[src/rtl/core/dqc_pkg.sv]
package dqc_pkg;

  localparam int unsigned DATA_W = 32;

  typedef enum logic [2:0] {
    OP_PUSH_FRONT = 3'd0,
    OP_PUSH_REAR  = 3'd1,
    OP_POP_FRONT  = 3'd2,
    OP_POP_REAR   = 3'd3,
    OP_DUMP       = 3'd4
  } op_e;

  typedef enum logic [1:0] {
    ST_OK    = 2'd0,
    ST_EMPTY = 2'd1,
    ST_FULL  = 2'd2
  } status_e;

  typedef enum logic {
    BS_IDLE = 1'b0,
    BS_READ = 1'b1
  } back_state_e;

  typedef struct packed {
    op_e                      op;
    logic signed [DATA_W-1:0] value;
  } cmd_t;

endpackage

[src/rtl/core/double_ended_queue_core.sv]
// A push passes the command queue and output register; a pop or a dump's first element
// also the registered store read. Without output stall: one push per cycle; a dump of N
// elements gives one per cycle after its first; pops and dumps block later commands.
// Reset (rst_ni low, asynchronous): front index, occupancy, command queue and output
// register clear; store contents stay undefined and need no clearing pass.
module double_ended_queue_core #(
  parameter int unsigned DEPTH = 16
) (
  input  logic                              clk_i,
  input  logic                              rst_ni,
  input  logic                              in_valid_i,
  output logic                              in_stall_o,
  input  logic [2:0]                        mode_i,
  input  logic signed [dqc_pkg::DATA_W-1:0] value_i,
  output logic                              out_valid_o,
  input  logic                              out_stall_i,
  output logic [1:0]                        status_o,
  output logic signed [dqc_pkg::DATA_W-1:0] element_o,
  output logic                              last_o
);

  logic          cmdq_full;
  logic          cmdq_push;
  dqc_pkg::cmd_t front_cmd;
  logic          cmdq_valid;
  dqc_pkg::cmd_t back_cmd;
  logic          cmdq_pop;

  dqc_front u_front (
    .in_valid_i  (in_valid_i),
    .in_stall_o  (in_stall_o),
    .mode_i      (mode_i),
    .value_i     (value_i),
    .cmdq_full_i (cmdq_full),
    .cmdq_push_o (cmdq_push),
    .cmd_o       (front_cmd)
  );

  dqc_cmd_fifo u_cmdq (
    .clk_i   (clk_i),
    .rst_ni  (rst_ni),
    .push_i  (cmdq_push),
    .cmd_i   (front_cmd),
    .full_o  (cmdq_full),
    .valid_o (cmdq_valid),
    .cmd_o   (back_cmd),
    .pop_i   (cmdq_pop)
  );

  dqc_back #(
    .DEPTH (DEPTH)
  ) u_back (
    .clk_i       (clk_i),
    .rst_ni      (rst_ni),
    .cmd_valid_i (cmdq_valid),
    .cmd_i       (back_cmd),
    .cmd_pop_o   (cmdq_pop),
    .out_valid_o (out_valid_o),
    .out_stall_i (out_stall_i),
    .status_o    (status_o),
    .element_o   (element_o),
    .last_o      (last_o)
  );

endmodule

[src/rtl/core/dqc_front.sv]
module dqc_front (
  input  logic                              in_valid_i,
  output logic                              in_stall_o,
  input  logic [2:0]                        mode_i,
  input  logic signed [dqc_pkg::DATA_W-1:0] value_i,
  input  logic                              cmdq_full_i,
  output logic                              cmdq_push_o,
  output dqc_pkg::cmd_t                     cmd_o
);

  logic mode_ok;

  // drop unused codes at the door
  always_comb begin
    case (dqc_pkg::op_e'(mode_i))
      dqc_pkg::OP_PUSH_FRONT,
      dqc_pkg::OP_PUSH_REAR,
      dqc_pkg::OP_POP_FRONT,
      dqc_pkg::OP_POP_REAR,
      dqc_pkg::OP_DUMP: mode_ok = 1'b1;
      default:          mode_ok = 1'b0;
    endcase
  end

  assign in_stall_o   = cmdq_full_i;
  assign cmdq_push_o  = in_valid_i && !cmdq_full_i && mode_ok;
  assign cmd_o.op     = dqc_pkg::op_e'(mode_i);
  assign cmd_o.value  = value_i;

endmodule

[src/rtl/core/dqc_cmd_fifo.sv]
module dqc_cmd_fifo (
  input  logic          clk_i,
  input  logic          rst_ni,
  input  logic          push_i,
  input  dqc_pkg::cmd_t cmd_i,
  output logic          full_o,
  output logic          valid_o,
  output dqc_pkg::cmd_t cmd_o,
  input  logic          pop_i
);

  dqc_pkg::cmd_t entries_q [2];
  logic          wptr_q;
  logic          rptr_q;
  logic [1:0]    count_q;
  logic [1:0]    count_d;

  assign full_o  = (count_q == 2'd2);
  assign valid_o = (count_q != 2'd0);
  assign cmd_o   = entries_q[rptr_q];

  always_comb begin
    count_d = count_q;
    if (push_i && !pop_i) begin
      count_d = count_q + 2'd1;
    end else if (pop_i && !push_i) begin
      count_d = count_q - 2'd1;
    end
  end

  always_ff @(posedge clk_i or negedge rst_ni) begin
    if (!rst_ni) begin
      wptr_q  <= 1'b0;
      rptr_q  <= 1'b0;
      count_q <= 2'd0;
    end else begin
      count_q <= count_d;
      if (push_i) begin
        wptr_q <= ~wptr_q;
      end
      if (pop_i) begin
        rptr_q <= ~rptr_q;
      end
    end
  end

  always_ff @(posedge clk_i) begin
    if (push_i) begin
      entries_q[wptr_q] <= cmd_i;
    end
  end

endmodule

[src/rtl/core/dqc_back.sv]
module dqc_back #(
  parameter int unsigned DEPTH = 16
) (
  input  logic                              clk_i,
  input  logic                              rst_ni,
  input  logic                              cmd_valid_i,
  input  dqc_pkg::cmd_t                     cmd_i,
  output logic                              cmd_pop_o,
  output logic                              out_valid_o,
  input  logic                              out_stall_i,
  output logic [1:0]                        status_o,
  output logic signed [dqc_pkg::DATA_W-1:0] element_o,
  output logic                              last_o
);

  localparam int unsigned IW = (DEPTH > 1) ? $clog2(DEPTH) : 1;
  localparam int unsigned CW = $clog2(DEPTH + 1);
  localparam int unsigned SW = IW + 1;
  localparam logic [SW-1:0] DEPTH_S = SW'(DEPTH);
  localparam logic [IW-1:0] LAST_IDX = IW'(DEPTH - 1);

  function automatic logic [IW-1:0] wrap(input logic [SW-1:0] pos);
    wrap = (pos >= DEPTH_S) ? IW'(pos - DEPTH_S) : IW'(pos);
  endfunction

  logic [dqc_pkg::DATA_W-1:0] mem_q [DEPTH];
  logic [dqc_pkg::DATA_W-1:0] rdata_q;

  dqc_pkg::back_state_e state_q, state_d;
  logic [IW-1:0] front_q, front_d;
  logic [CW-1:0] occ_q, occ_d;
  logic [IW-1:0] cnt_q, cnt_d;
  logic          rlast_q, rlast_d;

  logic                              out_valid_q;
  dqc_pkg::status_e                  status_q;
  logic signed [dqc_pkg::DATA_W-1:0] element_q;
  logic                              last_q;

  logic                             out_free;
  logic                             full;
  logic                             empty;
  logic                             take;
  logic [IW-1:0]                    front_dec;
  logic [IW-1:0]                    front_inc;
  logic [IW-1:0]                    rear_wr;
  logic [IW-1:0]                    rear_rd;
  logic [IW-1:0]                    dump_nxt;

  logic                             we;
  logic [IW-1:0]                    waddr;
  logic                             re;
  logic [IW-1:0]                    raddr;
  logic                             ld;
  dqc_pkg::status_e                 ld_status;
  logic [dqc_pkg::DATA_W-1:0]       ld_element;

  assign out_free  = !out_valid_q || !out_stall_i;
  assign full      = (occ_q == CW'(DEPTH));
  assign empty     = (occ_q == '0);
  assign take      = cmd_valid_i && out_free;
  assign front_dec = (front_q == '0) ? LAST_IDX : front_q - IW'(1);
  assign front_inc = wrap(SW'(front_q) + SW'(1));
  assign rear_wr   = wrap(SW'(front_q) + SW'(occ_q));
  assign rear_rd   = wrap(SW'(front_q) + SW'(occ_q) - SW'(1));
  assign dump_nxt  = wrap(SW'(front_q) + SW'(cnt_q) + SW'(1));

  always_comb begin
    state_d = state_q;
    case (state_q)
      dqc_pkg::BS_IDLE: begin
        if (take && !empty &&
            (cmd_i.op == dqc_pkg::OP_POP_FRONT || cmd_i.op == dqc_pkg::OP_POP_REAR ||
             cmd_i.op == dqc_pkg::OP_DUMP)) begin
          state_d = dqc_pkg::BS_READ;
        end
      end
      dqc_pkg::BS_READ: begin
        if (out_free && rlast_q) begin
          state_d = dqc_pkg::BS_IDLE;
        end
      end
      default: state_d = dqc_pkg::BS_IDLE;
    endcase
  end

  always_comb begin
    cmd_pop_o  = 1'b0;
    we         = 1'b0;
    waddr      = front_q;
    re         = 1'b0;
    raddr      = front_q;
    front_d    = front_q;
    occ_d      = occ_q;
    cnt_d      = cnt_q;
    rlast_d    = rlast_q;
    ld         = 1'b0;
    ld_status  = dqc_pkg::ST_OK;
    ld_element = '0;
    case (state_q)
      dqc_pkg::BS_IDLE: begin
        if (take) begin
          cmd_pop_o = 1'b1;
          case (cmd_i.op)
            dqc_pkg::OP_PUSH_FRONT,
            dqc_pkg::OP_PUSH_REAR: begin
              ld = 1'b1;
              if (full) begin
                ld_status = dqc_pkg::ST_FULL;
              end else begin
                we    = 1'b1;
                occ_d = occ_q + CW'(1);
                if (cmd_i.op == dqc_pkg::OP_PUSH_FRONT) begin
                  waddr   = front_dec;
                  front_d = front_dec;
                end else begin
                  waddr = rear_wr;
                end
              end
            end
            dqc_pkg::OP_POP_FRONT,
            dqc_pkg::OP_POP_REAR: begin
              if (empty) begin
                ld        = 1'b1;
                ld_status = dqc_pkg::ST_EMPTY;
              end else begin
                re      = 1'b1;
                occ_d   = occ_q - CW'(1);
                rlast_d = 1'b1;
                if (cmd_i.op == dqc_pkg::OP_POP_FRONT) begin
                  raddr   = front_q;
                  front_d = front_inc;
                end else begin
                  raddr = rear_rd;
                end
              end
            end
            dqc_pkg::OP_DUMP: begin
              if (empty) begin
                ld        = 1'b1;
                ld_status = dqc_pkg::ST_EMPTY;
              end else begin
                re      = 1'b1;
                raddr   = front_q;
                cnt_d   = '0;
                rlast_d = (occ_q == CW'(1));
              end
            end
            default: begin
            end
          endcase
        end
      end
      dqc_pkg::BS_READ: begin
        if (out_free) begin
          ld         = 1'b1;
          ld_element = rdata_q;
          if (!rlast_q) begin
            re      = 1'b1;
            raddr   = dump_nxt;
            cnt_d   = cnt_q + IW'(1);
            rlast_d = (SW'(cnt_q) + SW'(2) == SW'(occ_q));
          end
        end
      end
      default: begin
      end
    endcase
  end

  always_ff @(posedge clk_i or negedge rst_ni) begin
    if (!rst_ni) begin
      state_q     <= dqc_pkg::BS_IDLE;
      front_q     <= '0;
      occ_q       <= '0;
      cnt_q       <= '0;
      rlast_q     <= 1'b0;
      out_valid_q <= 1'b0;
      status_q    <= dqc_pkg::ST_OK;
      last_q      <= 1'b0;
    end else begin
      state_q <= state_d;
      front_q <= front_d;
      occ_q   <= occ_d;
      cnt_q   <= cnt_d;
      rlast_q <= rlast_d;
      if (ld) begin
        out_valid_q <= 1'b1;
        status_q    <= ld_status;
        last_q      <= (state_q == dqc_pkg::BS_IDLE) ? 1'b1 : rlast_q;
      end else if (!out_stall_i) begin
        out_valid_q <= 1'b0;
      end
    end
  end

  always_ff @(posedge clk_i) begin
    if (ld) begin
      element_q <= ld_element;
    end
  end

  always_ff @(posedge clk_i) begin
    if (we) begin
      mem_q[waddr] <= cmd_i.value;
    end
  end

  always_ff @(posedge clk_i) begin
    if (re) begin
      rdata_q <= mem_q[raddr];
    end
  end

  assign out_valid_o = out_valid_q;
  assign status_o    = status_q;
  assign element_o   = element_q;
  assign last_o      = last_q;

endmodule

[config.mk]
export PLATFORM = sky130hd
export DESIGN_NAME = double_ended_queue_core
export DESIGN_NICKNAME = d
export VERILOG_FILES = /design/src/rtl/core/dqc_pkg.sv /design/src/rtl/core/double_ended_queue_core.sv /design/src/rtl/core/dqc_front.sv /design/src/rtl/core/dqc_cmd_fifo.sv /design/src/rtl/core/dqc_back.sv
export SDC_FILE = /design/constraint.sdc
export NUM_CORES = 1
export LEC_CHECK = 0
export BUFFER_PORTS_ARGS = -buffer_cell sky130_fd_sc_hd__buf_2
export CAP_MARGIN = 30
export CORE_MARGIN = 5
export CORE_UTILIZATION = 55
export DETAILED_ROUTE_END_ITERATION = 10
export PLACE_DENSITY_LB_ADDON = 0.15
export SYNTH_ARGS = -nofsm -noshare
export SYNTH_HDL_FRONTEND = slang
export SYNTH_SLANG_ARGS = --single-unit
[constraint.sdc]
create_clock -name clk_i -period 6.7 [get_ports clk_i]
set_input_delay 0.335 -clock clk_i [delete_from_list [all_inputs] [get_ports clk_i]]
set_output_delay 0.335 -clock clk_i [all_outputs]
set_load 0.02 [all_outputs]
==> metrics.yaml, run 1 <==
fp-row-count: 81
area.sequential_um2: 19980
synth_async_sr_flop_share_pct: 3.438
crit_fanout: 25
finalSetupViolCount: 0
place.port_buffers: 75
timing_worst_setup_path_type: "reg -> reg"
postSynthCellCount: 1608
total_wire_length_mm: 60.05
die_area_um2: 53980
skew_ns: 0.01627
drv_cap: 0
grt.overflow.total: 0
count_of_flip_flops_with_a_built_in_enable_after_synthesis: 646
fin_crit_sh_pct: 65.84
final_hold_viol_count: 0
netlist_area_um2: 27190
core_um2: 48950
latest_clock_arrival_within_the_worst_skew_pair_ns: 0.59
fill_cells: 3469
fp.dieW_um: 232.3
dr_iter_0_viols: 1395
static-leakage-power_nw: 10.86
fmax_ghz: 0.2267
combinationalPowerShare_pct: 36.5
max_slew.worst_pin.slew_ns: 0.9618
clock_tree.buffer_depth: 3
drive_above_1_share_pct: 18.04
clkPwrFrac_pct: 24.6
timing_max_transition_violations_final: 0
area.growth.synth_to_final_pct: 13.99
ys_warn_count: 0
num_io_pins: 76
initial_antenna_violation_count: 1
worstPathArrival_ns: 4.67
worst_setup_path_start_kind: "flip-flop"
seqPwrFrac_pct: 38.9
vias: 14750
final_period_minus_worst_setup_slack_ns: 4.411
ant_nets: 0
syn-mean-instance-area_um2: 16.91
power.total_mw: 15.10
drt-pass1-iter-count: 6
ir_worst_vdd_mv: 0.3713
first_global_vias: 14710
crit_path_end_kind: "flip-flop"
mappedNetlistNets: 1665
switching_part_of_the_total_power_pct: 35.61
switching_power_mw: 5.377
status: "completed"
drcViolationCount: 0
grt_usage_pct: 22.25
ys_dominant_reg_cell: "sky130_fd_sc_hd__edfxtp_1"
synth_sequential_area_ratio_pct: 73.47
place.detailed.hpwl_mm: 31.64
initial_utilization_pct: 55.54
finish.net_count: 1784
clock_sinks: 669
cts_max_level: 3
routabilityCongestion: 0.8130
setup-tns-final_ns: 0
post-place-ws_ns: 2.272
final_critical_path_setup_slack_ns: 2.289
ctsResizeCount: 0
cts_post_setup_buffers_inserted: 0
ant_cells: 0
post_drt_wl_per_cell_um: 24.58
worst_relative_slew_slack_pct: 35.88
cts_hold_repair.buffers: 36
vias_per_cell: 6.037
clk_pin_slew_ns: 0.06
power.density_nw_per_um2: 487.2
cts_tree: "yes"
grt_pass1_wl_mm: 90.36
footprint_of_the_multi_input_gates_um2: 6802
yosys.cell_types.count: 60
grt_max_degree: 108
synth_seq_cells: 669
grt_setup_unrepaired: "no"
critPathRequiredTime_ns: 6.96
timing.hold.worst.class: "in -> reg"
die_height_um: 232.3
ctsRootBufferMaster: "sky130_fd_sc_hd__clkbuf_16"
cts_inserted_buffers: 68
internal_power_mw: 9.723
-- metrics by stage --
step / instances / util, % / hold WS (ns) / cell area [µm²]
floorplan: 1608 / - / 0.03941 / 27190
global placement: 2282 / 58.01 / 0.3771 / 28390
detailed placement: 2285 / 58.12 / 0.3744 / 28450
CTS: 2443 / 63.31 / 0.1217 / 30990
global route: 2443 / 63.31 / 0.1864 / 30990
finish: 2443 / 63.31 / 0.1699 / 30990
-- layout by cell type, fill, tap and decap left out, types with 8 or more instances in the layout --
cell and instances:
sky130_fd_sc_hd__xor2_1 10, sky130_fd_sc_hd__nand4_1 38, sky130_fd_sc_hd__mux2_2 77, sky130_fd_sc_hd__a21oi_1 13, sky130_fd_sc_hd__nand2_1 156, sky130_fd_sc_hd__mux2_1 84, sky130_fd_sc_hd__clkinv_1 14, sky130_fd_sc_hd__clkinv_2 14
sky130_fd_sc_hd__clkbuf_16 71, sky130_fd_sc_hd__buf_2 75, sky130_fd_sc_hd__nor2_1 11, sky130_fd_sc_hd__dlygate4sd3_1 36, sky130_fd_sc_hd__buf_12 9, sky130_fd_sc_hd__and3_1 33, sky130_fd_sc_hd__mux2i_1 133, sky130_fd_sc_hd__inv_1 14
sky130_fd_sc_hd__nand3_1 8, sky130_fd_sc_hd__ha_1 16, sky130_fd_sc_hd__dfrtp_1 21, sky130_fd_sc_hd__o21ai_0 12, sky130_fd_sc_hd__clkbuf_1 14, sky130_fd_sc_hd__edfxtp_1 646, sky130_fd_sc_hd__buf_4 29, sky130_fd_sc_hd__o2111ai_1 128
sky130_fd_sc_hd__nor2_4 17, sky130_fd_sc_hd__xnor2_1 13
-- Yosys cell counts, drive strengths merged (3+ instances only) --
cell     instances  area [µm²]
nand3b           4       30.03
a21o             3       22.52
a211oi           3       22.52
dfrtp           23       575.6
o211ai           3       22.52
nand2          157       589.3
buf             49       341.6
xor2            11       103.9
o21ai           14       70.07
nand3            8       40.04
nand4           38       237.7
nor3b            3       22.52
or2              4       25.02
edfxtp         646       19400
mux2           161        1813
ha              16       200.2
and3            33       206.5
inv             14       52.55
nor2            28       105.1
xnor2           14       130.1
clkbuf          52       195.2
o21a             6       45.04
a21oi           13       65.06
and2             3       18.77
o31ai            3       22.52
nand2b           8       50.05
mux2i          133        1331
o2111ai        128        1121
-- power by group through the flow --
stage / Combinational, mW / Sequential [mW] / Clock [mW]
after floorplan: 3.92 / 5.93 / 0
after global routing: 5.97 / 5.92 / 3.95
after CTS: 5.55 / 5.88 / 3.78
after detailed placement: 5.49 / 5.96 / 0
final: 5.51 / 5.87 / 3.72
after global placement: 5.33 / 5.95 / 0
-- sequential cells by signal (all words and copies together), names as in the netlist, 2 cells and up --
name / flops
u_back.mem_q: 512
u_back.rdata_q: 32
u_back.status_o: 2
u_cmdq.entries_q: 70
u_back.occ_q: 5
u_back.element_o: 32
u_cmdq.count_q: 2
u_back.front_q: 4
u_back.cnt_q: 4
-- cells by family (layout without fill, tap and decap cells) --
group,after synthesis,in the layout,synth area share [%]
multiplexers,294,294,11.56
AO/OA/AOI/OAI,189,189,5.725
XOR/XNOR,26,26,0.9434
buffers and inverters,115,286,2.167
AND/OR/NAND/NOR,297,297,5.251
flip-flops,669,669,73.47
adder cells (fa/ha/maj),18,18,0.8836
-- layout make-up --
type                    count  area share [%]
clock inverters            37           1.134
multi-input cells         824           21.95
inverters                  14          0.1696
well taps                 664           2.681
repair buffers            150           3.706
clock buffers              85           5.903
flip-flops and latches    669           64.46
-- layer usage --
metal / GRT usage (%) / vias up / wire length [µm]
li1: - / 6646 / -
met1: 31.13 / 7537 / 25940
met2: 36.65 / 447 / 29130
met3: 3.913 / 118 / 3449
met4: 6.019 / 0 / 1535
met5: 0 / - / 0
-- path summary, 6_finish.rpt --
kind	cells after the start	to	slack (ns)	start
hold / removal	3	u_cmdq.wptr_q	0.17	in_valid_i
setup / recovery	9	u_back.mem_q[11][3]	2.29	u_cmdq.rptr_q
max in group asynchronous	2	u_cmdq.rptr_q	5.96	rst_ni
setup reg to reg	9	u_back.mem_q[11][3]	2.29	u_cmdq.rptr_q
hold reg to reg	1	u_back.last_o	0.50	u_back.last_o
min in group asynchronous	2	u_back.status_o[1]	0.31	rst_ni
-- worst max-delay path: stages, from the launching register on --
cell	delay [ns]
sky130_fd_sc_hd__dfrtp_2	0.74
sky130_fd_sc_hd__buf_4	0.52
sky130_fd_sc_hd__nor3b_1	0.34
sky130_fd_sc_hd__o2111a_1	0.33
sky130_fd_sc_hd__and2_1	0.24
sky130_fd_sc_hd__o21ai_0	0.11
sky130_fd_sc_hd__a22o_1	0.28
sky130_fd_sc_hd__nand2b_1	0.33
sky130_fd_sc_hd__nor2_4	0.72
sky130_fd_sc_hd__buf_4	0.43
Power figures use the tool's default switching activity.
==> run 2: changes to the inputs <==
==> constraint.sdc (replaced) <==
create_clock -name clk_i -period 3.7 [get_ports clk_i]
set_input_delay 0.185 -clock clk_i [delete_from_list [all_inputs] [get_ports clk_i]]
set_output_delay 0.185 -clock clk_i [all_outputs]
set_load 0.02 [all_outputs]
==> run 2 against run 1 <==
Compared with the run above: worst setup slack worse by 2.0 ns; clock skew is 0.0056 ns higher; worst hold slack worse by 0.042 ns; non-clock buffer count is 28 higher; clock power is 84% higher; first-iteration DRC count is 8.2% lower; combinational power is 87% higher; critical path type unchanged; largest cell class unchanged.
==> metrics.yaml, run 2 (synthesis gave the netlist of run 1 again) <==
status: "completed"
grt_usage_pct: 22.91  # +0.66 points
max_slew.worst_pin.slew_ns: 0.7853  # -0.1765 ns
combinationalPowerShare_pct: 37.1  # +0.6 points
dr_iter_0_viols: 1281  # -8.2%
grt_pass1_wl_mm: 92.72  # +2.6%
finalHoldWorstSlack_ns: 0.1283  # -0.04164 ns
finish.net_count: 1811  # +1.5%
fp-row-count: 81  # unchanged
seqPwrFrac_pct: 38.2  # -0.7 points
layout_common_cells: "646 x sky130_fd_sc_hd__edfxtp_1, 156 x sky130_fd_sc_hd__nand2_1, 133 x sky130_fd_sc_hd__mux2i_1"
crit_fanout: 41  # +64%
clk_pin_slew_ns: 0.06  # about the same
ctsRootBufferMaster: "sky130_fd_sc_hd__clkbuf_16"
switching_part_of_the_total_power_pct: 35.29  # -0.31 points
worst_setup_path_start_kind: "flip-flop"
vias: 14830  # +0.56%
final_design_area_no_fill_um2: 31440  # +1.4%
ant_cells: 0  # unchanged
power.total_mw: 27.69  # +83%
fill_cells: 3392  # -2.2%
vias_per_cell: 6.004  # -0.54%
grt.overflow.total: 0  # unchanged
cts_post_setup_buffers_inserted: 0  # unchanged
regToRegEndpoint: "u_back.rdata_q[13]"
switching_power_mw: 9.771  # +82%
final_hold_viol_count: 0  # unchanged
place.port_buffers: 75  # unchanged
cts_max_level: 3  # unchanged
max_flop_register: "u_back.mem_q"
final-instance-count-excl-fill: 2470  # +1.1%
final_period_minus_worst_setup_slack_ns: 3.396  # -1.015 ns
power.density_nw_per_um2: 880.7  # +81%
total_wire_length_mm: 61.59  # +2.6%
grt_setup_unrepaired: "no"
initial_utilization_pct: 55.54  # unchanged
drive_above_1_share_pct: 18.94  # +0.89 points
timing_worst_setup_path_type: "reg -> reg"
worstPathArrival_ns: 3.73  # -0.94 ns
cts_tree: "yes"
largest_register_ffs: 512  # unchanged
fin_crit_sh_pct: 91.79  # +26 points
clkPwrFrac_pct: 24.7  # about the same
ant_nets: 0  # unchanged
internal_power_mw: 17.91  # +84%
rrSetupSlack_ns: 0.30  # -1.99 ns
timing_max_transition_violations_final: 0  # unchanged
post_drt_wl_per_cell_um: 24.94  # +1.4%
die_height_um: 232.3  # unchanged
fmax_ghz: 0.2944  # +30%
static-leakage-power_nw: 11.04  # +1.6%
worst-r2r-cell-count: 10  # +1
area.growth.synth_to_final_pct: 15.62
fp.dieW_um: 232.3  # unchanged
place.detailed.hpwl_mm: 33.37  # +5.5%
ctsResizeCount: 0  # unchanged
mostFrequentLayoutCell: "sky130_fd_sc_hd__edfxtp_1"
clock_sinks: 669  # unchanged
worst_relative_slew_slack_pct: 47.17  # +11 points
grt_max_degree: 67  # -38%
latest_clock_arrival_within_the_worst_skew_pair_ns: 0.61  # +0.02 ns
post-place-ws_ns: 0.3418  # -1.930 ns
cts_inserted_buffers: 67  # -1.5%
largest_registers: "u_back.mem_q: 512 flops, u_cmdq.entries_q: 70 flops"
clock_tree.buffer_depth: 3  # unchanged
final_critical_path_setup_slack_ns: 0.3037  # -1.985 ns
drcViolationCount: 0  # unchanged
drt-pass1-iter-count: 5  # -1
num_io_pins: 76  # unchanged
dpl.cell_count: 2312  # +1.2%
first_global_vias: 14860  # +1.0%
routabilityCongestion: 0.7923  # -2.5%
core_um2: 48950  # unchanged
initial_antenna_violation_count: 0  # -1
critPathRequiredTime_ns: 4.03  # -2.93 ns
timing.hold.worst.class: "in -> async"
crit_path_end_kind: "flip-flop"
drv_cap: 0  # unchanged
ir_worst_vdd_mv: 0.7498  # +100%
worst_r2r_start: "u_back.front_q[0]"
skew_ns: 0.02188  # +0.005609 ns
finalSetupViolCount: 0  # unchanged
place_area_um2: 28860  # +1.4%
die_area_um2: 53980  # unchanged
==> run 2: cell types whose count changed in the layout (fill, tap and decap cells not counted), moves of 2 or more <==
cell | previous run | this run
sky130_fd_sc_hd__buf_12 | 9 | 26
sky130_fd_sc_hd__buf_4 | 29 | 40
sky130_fd_sc_hd__clkinv_2 | 14 | 3
sky130_fd_sc_hd__clkinv_1 | 14 | 20
sky130_fd_sc_hd__clkinvlp_4 | 0 | 3
sky130_fd_sc_hd__bufinv_16 | 6 | 8
==> run 2: critical path: stages, from the launching register on <==
cell	delay [ns]
sky130_fd_sc_hd__dfrtp_1	0.55
sky130_fd_sc_hd__inv_1	0.21
sky130_fd_sc_hd__ha_1	0.32
sky130_fd_sc_hd__a211oi_1	0.24
sky130_fd_sc_hd__a211oi_1	0.13
sky130_fd_sc_hd__a311oi_4	0.34
sky130_fd_sc_hd__buf_12	0.28
sky130_fd_sc_hd__buf_12	0.29
sky130_fd_sc_hd__mux2_1	0.35
sky130_fd_sc_hd__o2111ai_1	0.21
sky130_fd_sc_hd__nand4_1	0.11
==> run 2: worst max-delay path by stage <==
stage / from / slack, ns / to / cells past startpoint
2_1_floorplan: u_back.front_q[1] / -0.004 / u_back.mem_q[0][0] / 8
3_3_place_gp: u_back.front_q[0] / 0.38 / u_back.rdata_q[1] / 10
3_5_place_dp: u_back.front_q[0] / 0.34 / u_back.rdata_q[1] / 10
4_1_cts: u_back.occ_q[1] / 0.33 / u_back.rdata_q[1] / 10
5_1_grt: u_back.occ_q[1] / 0.09 / u_back.rdata_q[9] / 10
6_report: u_back.front_q[0] / 0.30 / u_back.rdata_q[13] / 10
==> run 2: what timing repair did <==
item                                    CTS  global route
endpoints found under the setup margin    0             0
hold buffers                             37             0
endpoints found under the hold margin    94             0
==> run 2: power by group through the flow <==
stage	sequential (mW)	combinational [mW]	clock (mW)
floorplan	10.7	7.09	0
global placement	10.7	10.1	0
finish	10.6	10.3	6.83
detailed placement	10.7	10.2	0
global route	10.7	11.1	7.26
CTS	10.6	10.3	6.91
==> run 2: metal layers <==
metal  share of wire (%)  track usage, %  vias up
li1                    -               -     6688
met1                  44           32.31     7658
met2                  50           38.48      412
met3                 4.9           3.130       72
met4                 1.4           5.521        0
met5                   0               0        -
==> run 2: area by class of cell <==
class                           count  area (µm²)  share of cell area [%]
Sequential cell                   669       19980                   63.55
Multi-Input combinational cell    824        6802                   21.64
Inverter                           14       52.55                  0.1672
Clock inverter                     38       406.6                   1.294
Tap cell                          664       830.8                   2.643
Clock buffer                       83        1800                   5.728
Timing Repair Buffer              178        1567                   4.983
==> run 2: per-stage QoR <==
stage	utilization, %	setup TNS, ns
4_1_cts	64.22	0
3_5_place_dp	58.95	0
6_report	64.22	0
3_3_place_gp	58.95	0
2_1_floorplan	-	-0.5057
5_1_grt	64.22	0
==> run 3: changes to the inputs <==
==> constraint.sdc (replaced) <==
create_clock -name clk_i -period 3.7 [get_ports clk_i]
set_input_delay 0.74 -clock clk_i [delete_from_list [all_inputs] [get_ports clk_i]]
set_output_delay 0.74 -clock clk_i [all_outputs]
set_load 0.02 [all_outputs]
==> run 3 against run 2 <==
Compared with the run above: sequential power about the same; die area unchanged; routed wire length grew 0.21%; first-iteration DRC count rose by 8.3%; final cell count shrank 1.4%; worst hold slack improved by 0.0079 ns; critical path depth did not move; sequential share of layout area grew 0.62 points.
==> metrics.yaml, run 3 (synthesis gave the netlist of run 1 again) <==
dr_iter_0_viols: 1387  # +8.3%
latest_clock_arrival_within_the_worst_skew_pair_ns: 0.59  # -0.02 ns
fmax_ghz: 0.2972  # +0.96%
num_io_pins: 76  # unchanged
place_area_um2: 29010  # +0.53%
die_area_um2: 53980  # unchanged
drt-pass1-iter-count: 5  # unchanged
drive_above_1_share_pct: 19.58  # +0.65 points
clock_sinks: 669  # unchanged
worst_setup_path_start_kind: "flip-flop"
ir_worst_vdd_mv: 0.7033  # -6.2%
worst-r2r-cell-count: 10  # unchanged
grt_pass1_wl_mm: 93.34  # +0.67%
skew_ns: 0.01413  # -0.007746 ns
max_flop_register: "u_back.mem_q"
clock_tree.buffer_depth: 3  # unchanged
clkPwrFrac_pct: 23.9  # -0.8 points
clk_pin_slew_ns: 0.06  # about the same
first_global_vias: 14880  # +0.087%
layout_common_cells: "646 x sky130_fd_sc_hd__edfxtp_1, 156 x sky130_fd_sc_hd__nand2_1, 133 x sky130_fd_sc_hd__mux2i_1"
max_slew.worst_pin.slew_ns: 0.8358  # +0.05052 ns
crit_path_end_kind: "flip-flop"
cts_inserted_buffers: 69  # +3.0%
post_drt_wl_per_cell_um: 25.34  # +1.6%
status: "completed"
seqPwrFrac_pct: 38.2  # about the same
timing.hold.worst.class: "in -> async"
die_height_um: 232.3  # unchanged
final_hold_viol_count: 0  # unchanged
ctsResizeCount: 0  # unchanged
finish.net_count: 1778  # -1.8%
critPathRequiredTime_ns: 4.01  # -0.02 ns
worst_relative_slew_slack_pct: 44.15  # -3.0 points
ant_cells: 0  # unchanged
largest_registers: "u_back.mem_q: 512 flops, u_cmdq.entries_q: 70 flops"
switching_part_of_the_total_power_pct: 35.50  # +0.20 points
grt_setup_unrepaired: "no"
rrSetupSlack_ns: 0.34  # +0.03 ns
drv_cap: 0  # unchanged
combinationalPowerShare_pct: 37.9  # +0.8 points
drcViolationCount: 0  # unchanged
initial_utilization_pct: 55.54  # unchanged
ant_nets: 0  # unchanged
cts_max_level: 3  # unchanged
total_wire_length_mm: 61.72  # +0.21%
timing_max_transition_violations_final: 0  # unchanged
vias_per_cell: 6.037  # +0.55%
grt.overflow.total: 0  # unchanged
worstPathArrival_ns: 3.68  # -0.05 ns
finalSetupViolCount: 0  # unchanged
place.detailed.hpwl_mm: 33.99  # +1.8%
cts_hold_repair.buffers: 0  # -100%
cts_post_setup_buffers_inserted: 0  # unchanged
regToRegEndpoint: "u_back.rdata_q[9]"
setup-tns-final_ns: 0  # unchanged
finalHoldWorstSlack_ns: 0.1361  # +0.007884 ns
power.total_mw: 27.59  # -0.35%
fp-row-count: 81  # unchanged
fill_cells: 3469  # +2.3%
timing_worst_setup_path_type: "reg -> reg"
fp.dieW_um: 232.3  # unchanged
power.density_nw_per_um2: 886.2  # +0.63%
grt_max_degree: 106  # +58%
vias: 14710  # -0.83%
ctsRootBufferMaster: "sky130_fd_sc_hd__clkbuf_16"
internal_power_mw: 17.80  # -0.66%
final_design_area_no_fill_um2: 31130  # -0.97%
area.growth.synth_to_final_pct: 14.50
switching_power_mw: 9.793  # +0.23%
crit_fanout: 33  # -20%
initial_antenna_violation_count: 0  # unchanged
cts_tree: "yes"
final_core_utilization_pct: 63.59  # -0.62 points
largest_register_ffs: 512  # unchanged
static-leakage-power_nw: 10.90  # -1.2%
worst_r2r_start: "u_back.occ_q[0]"
grt_usage_pct: 23.11  # +0.20 points
mostFrequentLayoutCell: "sky130_fd_sc_hd__edfxtp_1"
routabilityCongestion: 0.8271  # +4.4%
core_um2: 48950  # unchanged
place.port_buffers: 75  # unchanged
final_period_minus_worst_setup_slack_ns: 3.364  # -0.03213 ns
fin_crit_sh_pct: 90.92  # -0.87 points
==> run 3: cell count changes in the layout (fill, tap and decap cells not counted) <==
cell,delta
sky130_fd_sc_hd__clkinv_4,+1
sky130_fd_sc_hd__inv_16,-1
sky130_fd_sc_hd__clkbuf_1,+5
sky130_fd_sc_hd__clkinv_2,+9
sky130_fd_sc_hd__clkinvlp_4,-2
sky130_fd_sc_hd__buf_12,+11
sky130_fd_sc_hd__dlygate4sd3_1,-37
sky130_fd_sc_hd__bufinv_16,-3
sky130_fd_sc_hd__buf_4,-9
sky130_fd_sc_hd__inv_6,-1
sky130_fd_sc_hd__clkinv_1,-7
==> run 3: area by class of cell <==
cell class | instances | area, µm² | area share [%]
Multi-Input combinational cell | 824 | 6802 | 21.85
Clock inverter | 34 | 300.3 | 0.9646
Clock buffer | 88 | 1819 | 5.844
Sequential cell | 669 | 19980 | 64.17
Tap cell | 664 | 830.8 | 2.669
Inverter | 14 | 52.55 | 0.1688
Timing Repair Buffer | 143 | 1349 | 4.333
==> run 3: worst max path at each step <==
| stage | cells past startpoint | slack, ns | from | to |
|---|---|---|---|---|
| 6_report | 10 | 0.34 | u_back.occ_q[0] | u_back.rdata_q[9] |
| 5_1_grt | 10 | 0.18 | u_back.occ_q[0] | u_back.rdata_q[20] |
| 4_1_cts | 10 | 0.33 | u_back.occ_q[0] | u_back.rdata_q[8] |
| 3_5_place_dp | 9 | 0.30 | out_stall_i | u_back.rdata_q[8] |
| 3_3_place_gp | 9 | 0.32 | out_stall_i | u_back.rdata_q[4] |
| 2_1_floorplan | 7 | -0.07 | out_stall_i | u_back.mem_q[0][0] |
==> run 3: critical path, cell delays in order, from the launching register on <==
cell and delay [ns]:
sky130_fd_sc_hd__dfrtp_1 0.51, sky130_fd_sc_hd__inv_1 0.11, sky130_fd_sc_hd__ha_1 0.26, sky130_fd_sc_hd__nor4b_2 0.20
sky130_fd_sc_hd__a211o_2 0.35, sky130_fd_sc_hd__a311oi_4 0.36, sky130_fd_sc_hd__buf_12 0.27, sky130_fd_sc_hd__buf_12 0.27
sky130_fd_sc_hd__mux2_1 0.35, sky130_fd_sc_hd__o2111ai_1 0.22, sky130_fd_sc_hd__nand4_1 0.12
==> run 3: power by group through the flow <==
stage | sequential [mW] | combinational [mW] | clock [mW]
after global routing | 10.6 | 11.3 | 7.06
after CTS | 10.5 | 10.5 | 6.71
final | 10.5 | 10.5 | 6.60
after detailed placement | 10.7 | 10.4 | 0
after global placement | 10.7 | 10.3 | 0
after floorplan | 10.7 | 7.09 | 0
==> run 3: through the flow <==
step	cells	worst slack, ns
final	2436	0.3358
after global placement	2314	0.3154
after global routing	2436	0.1785
after detailed placement	2314	0.2972
after CTS	2436	0.3344
after floorplan	1608	-0.06688
==> run 3: metal layers <==
| layer | routed length (µm) | up-vias | GRT usage, % |
|---|---|---|---|
| met4 | 1218 | 0 | 6.629 |
| met1 | 26690 | 7495 | 32.77 |
| li1 | - | 6644 | - |
| met5 | 0 | - | 0 |
| met3 | 3778 | 103 | 3.730 |
| met2 | 30030 | 465 | 37.66 |
